<file path="config.mk">
export PLATFORM = sky130hd
export DESIGN_NAME = e2q_div_cell
export DESIGN_NICKNAME = d
export VERILOG_FILES = /design/src/hdl/e2q_div_cell.sv
export SDC_FILE = /design/constraint.sdc
export NUM_CORES = 1
export LEC_CHECK = 0
export ABC_AREA = 1
export BUFFER_PORTS_ARGS = -buffer_cell sky130_fd_sc_hd__clkbuf_2
export CORE_MARGIN = 5
export CORE_UTILIZATION = 35
export CTS_BUF_LIST = sky130_fd_sc_hd__clkbuf_4 sky130_fd_sc_hd__clkbuf_8
export DETAILED_ROUTE_END_ITERATION = 10
export HOLD_SLACK_MARGIN = 0.03
export PLACE_DENSITY_LB_ADDON = 0.08
export SLEW_MARGIN = 10
export SYNTH_ARGS = -nofsm -noshare
export SYNTH_HDL_FRONTEND = slang
export SYNTH_SLANG_ARGS = --single-unit
</file>
<file path="constraint.sdc">
create_clock -name clk -period 1.6 [get_ports clk]
set_input_delay 0.16 -clock clk [delete_from_list [all_inputs] [get_ports clk]]
set_output_delay 0.16 -clock clk [all_outputs]
set_load 0.02 [all_outputs]
</file>
<file path="src/hdl/e2q_div_cell.sv">
// ----------------------------------------------------------------------------
// e2q_div_cell: one step of a restoring divider chain
// Takes the partial remainder and the dividend/quotient word from the cell
// before it, produces one quotient bit and hands both on, registered.
// ----------------------------------------------------------------------------
module e2q_div_cell #(
	parameter int NUM_W = 40,
	parameter int DEN_W = 16
) (
	input  logic             clk,
	input  logic             en,
	input  logic [DEN_W-1:0] den,
	input  logic [DEN_W-1:0] rem_in,
	input  logic [NUM_W-1:0] nq_in,
	output logic [DEN_W-1:0] rem_out,
	output logic [NUM_W-1:0] nq_out
);

	logic [DEN_W:0]   trial;
	logic [DEN_W:0]   diff;
	logic             ge;
	logic [DEN_W-1:0] rem_q;
	logic [NUM_W-1:0] nq_q;

	// Bring down the next dividend bit and try a subtraction.
	assign trial = {rem_in, nq_in[NUM_W-1]};
	assign diff  = trial - {1'b0, den};
	assign ge    = trial >= {1'b0, den};

	// The remainder always stays below the divisor, so it fits DEN_W bits.
	always_ff @(posedge clk) begin
		if (en) begin
			rem_q <= ge ? diff[DEN_W-1:0] : trial[DEN_W-1:0];
			nq_q  <= {nq_in[NUM_W-2:0], ge};
		end
	end

	assign rem_out = rem_q;
	assign nq_out  = nq_q;

endmodule

</file>
==> flow_summary.toml <==
[detailed_routing]
ant_nets = 0
drc = 0
vias_per_cell = 4.375
dr_total_vias = 2844
firstDrtPassIters = 4
avgRoutedWirePerCell_um = 12.68
drt_wl_total_mm = 8.239
drtIter0Drc = 99

[critical_path]
slowest_stage = "fa_1"
setup.worst_path.start_class = "input port"
worstSetupPathType = "in2reg"
critical_path_arrival_ns = 1.56
cp_max_fo = 3
startpoint = "nq_in[39]"
path_common_cell = "nand2_1"
cp.required_ns = 1.68
end_kind = "flop"
crit_chain = "clkbuf_2 -> inv_1 -> ha_1 -> fa_1 -> inv_1 -> nand2_1 -> nand2_1 -> nand2_1 -> nand2_1 -> nand2_1 -> nand3_1 -> nand2_1"
cp_slowest_stage_delay_ns = 0.44

[cts]
cts_buffers = 5
cts_tree = "done"
cts.sinks = 56
cts.path.max_buffers = 2
path_clk_slew_ns = 0.10
htree_num_levels = 2
cts_root_buffer = "clkbuf_8"

[floorplan]
io_pins = 130
core_mm2 = 0.008299
die_area_mm2 = 0.01052
chipWidth_um = 102.6
initial_core_util_pct = 36.15
dieHeight_um = 102.6
placementRows = 33

[place]
port_buffers = 129
placed_area_mm2 = 0.004222
gp_congestion = 0.8736
hpwlAfterDp_mm = 6.428

[synthesis]
yosysUniqueCellTypes = 22
netlist_instances = 325
yosysWarnings = 0
synth_fp_nets = 416
avgSynthCellArea_um2 = 9.232
ys_seq_area_share_pct = 56.05
syn_area_mm2 = 0.003000
ys_ff_latch = 56

[grt]
grt_overflow = 0
grt_pass1_wl_mm = 12.74
grt_max_degree = 40
grt_pass1_vias = 2791
grt_use_total_pct = 15.34
antenna_found_initial = 0

[timing]
worstMarginPinSlew_ns = 0.5027
holdWs_ns = 0.04482
period_minus_slack_ns = 1.480
tns_ns = 0
fmax_mhz = 675.8
max_slew_margin_pct = 66.49
period_share_pct = 92.48
finalSetupViolations = 0
final-max-slew-violation-count = 0
hold_violations = 0

[finish]
layout.nets = 635
final_cell_mix = "clkbuf_2 (129), nand2_1 (119), inv_1 (60), edfxtp_1 (56), buf_4 (48)"
final_area_mm2 = 0.004697
diodes = 0
drive_above_1_share_pct = 37.98
final_common_cell = "clkbuf_2"
syn_to_final_growth_pct = 56.55

[job]
drv_cap = 0

[power_and_ir_drop]
total_power_mw = 3.837
p_leak_nw = 2.429
vdd_drop_max_mv = 0.3965
power_density_mw_per_mm2 = 816.8

[worst_hold_path]
hp-start = "nq_in[5]"
min_path_type = "in2reg"

[status]
status = "completed"
logic make-up after synthesis:
logic type / synth area share (%)
compound gates: 2.085
xor+xnor: 1.751
fa+ha+maj: 7.339
buf+inv: 8.924
flops: 56.05
simple gates: 23.85
timing repair:
item | 4_1_cts | 5_1_grt
setup buffers | 0 | 0
gates resized for setup | 0 | 3
hold buffers | 36 | 1
endpoints found under the setup margin | 0 | 16
hold endpoints to repair | 36 | 1
Yosys cell counts:
cell	count	area (um2)
fa_1	1	20.02
buf_6	2	22.52
nand3_2	2	20.02
o21bai_1	1	7.510
nand4_1	4	25.02
or2_2	1	6.260
nand3_1	17	85.08
o21ai_0	2	10.01
edfxtp_1	56	1682
nand2_2	2	12.51
xnor2_1	1	8.760
buf_12	1	20.02
nand3b_1	2	15.01
inv_1	60	225.2
nor2_2	3	18.77
nor3_1	2	10.01
and2_1	2	12.51
nor2_1	16	60.06
ha_1	16	200.2
nand2_1	120	450.4
xor2_1	5	43.79
a21oi_1	9	45.04
path summary, 6_finish.rpt:
kind	endpoint	slack, ns	cells past startpoint
setup / recovery	rem_out[14]	0.12	12
hold / removal	nq_out[6]	0.04	1
report_power, final:
group | switching (mW) | internal (mW) | total [mW]
combinational | 0.657 | 0.538 | 1.20
sequential | 0.0372 | 1.79 | 1.83
clock | 0.485 | 0.330 | 0.816
metal layers:
| layer | vias up | wire, um | global-route usage [%] | part of all wire, % |
|---|---|---|---|---|
| met3 | 8 | 690 | 2.503 | 8.4 |
| met1 | 1264 | 3617 | 19.85 | 44 |
| met2 | 102 | 3848 | 26.91 | 47 |
| li1 | 1470 | - | - | - |
| met4 | 0 | 82 | 3.532 | 1.0 |
| met5 | - | 0 | 0 | 0 |
per-stage QoR:
| stage | worst slack [ns] | cells | util [%] |
|---|---|---|---|
| floorplan | 0.001387 | 325 | - |
| global placement | -0.2475 | 605 | 50.87 |
| detailed placement | -0.2802 | 605 | 50.87 |
| CTS | 0.06511 | 649 | 56.32 |
| global route | -0.02884 | 650 | 56.60 |
| finish | 0.1203 | 650 | 56.60 |
registers in the layout, indices dropped and copies added (netlist names):
| register | flops |
|---|---|
| rem_out | 16 |
| nq_out | 40 |
critical path: cells and delay by family:
family | cells | cell delay [ns]
buffers and inverters | 3 | 0.20
adders and majority gates | 2 | 0.64
and+or+nand+nor | 7 | 0.55
cell type report:
class,instances,area [um2]
Clock inverter,2,16.27
Tap cell,105,131.4
Sequential cell,56,1682
Clock buffer,6,76.32
Timing Repair Buffer,215,1388
Inverter,60,225.2
Multi-Input combinational cell,206,1179
Fill cell,773,3602
(Power assumes the default switching activity.)
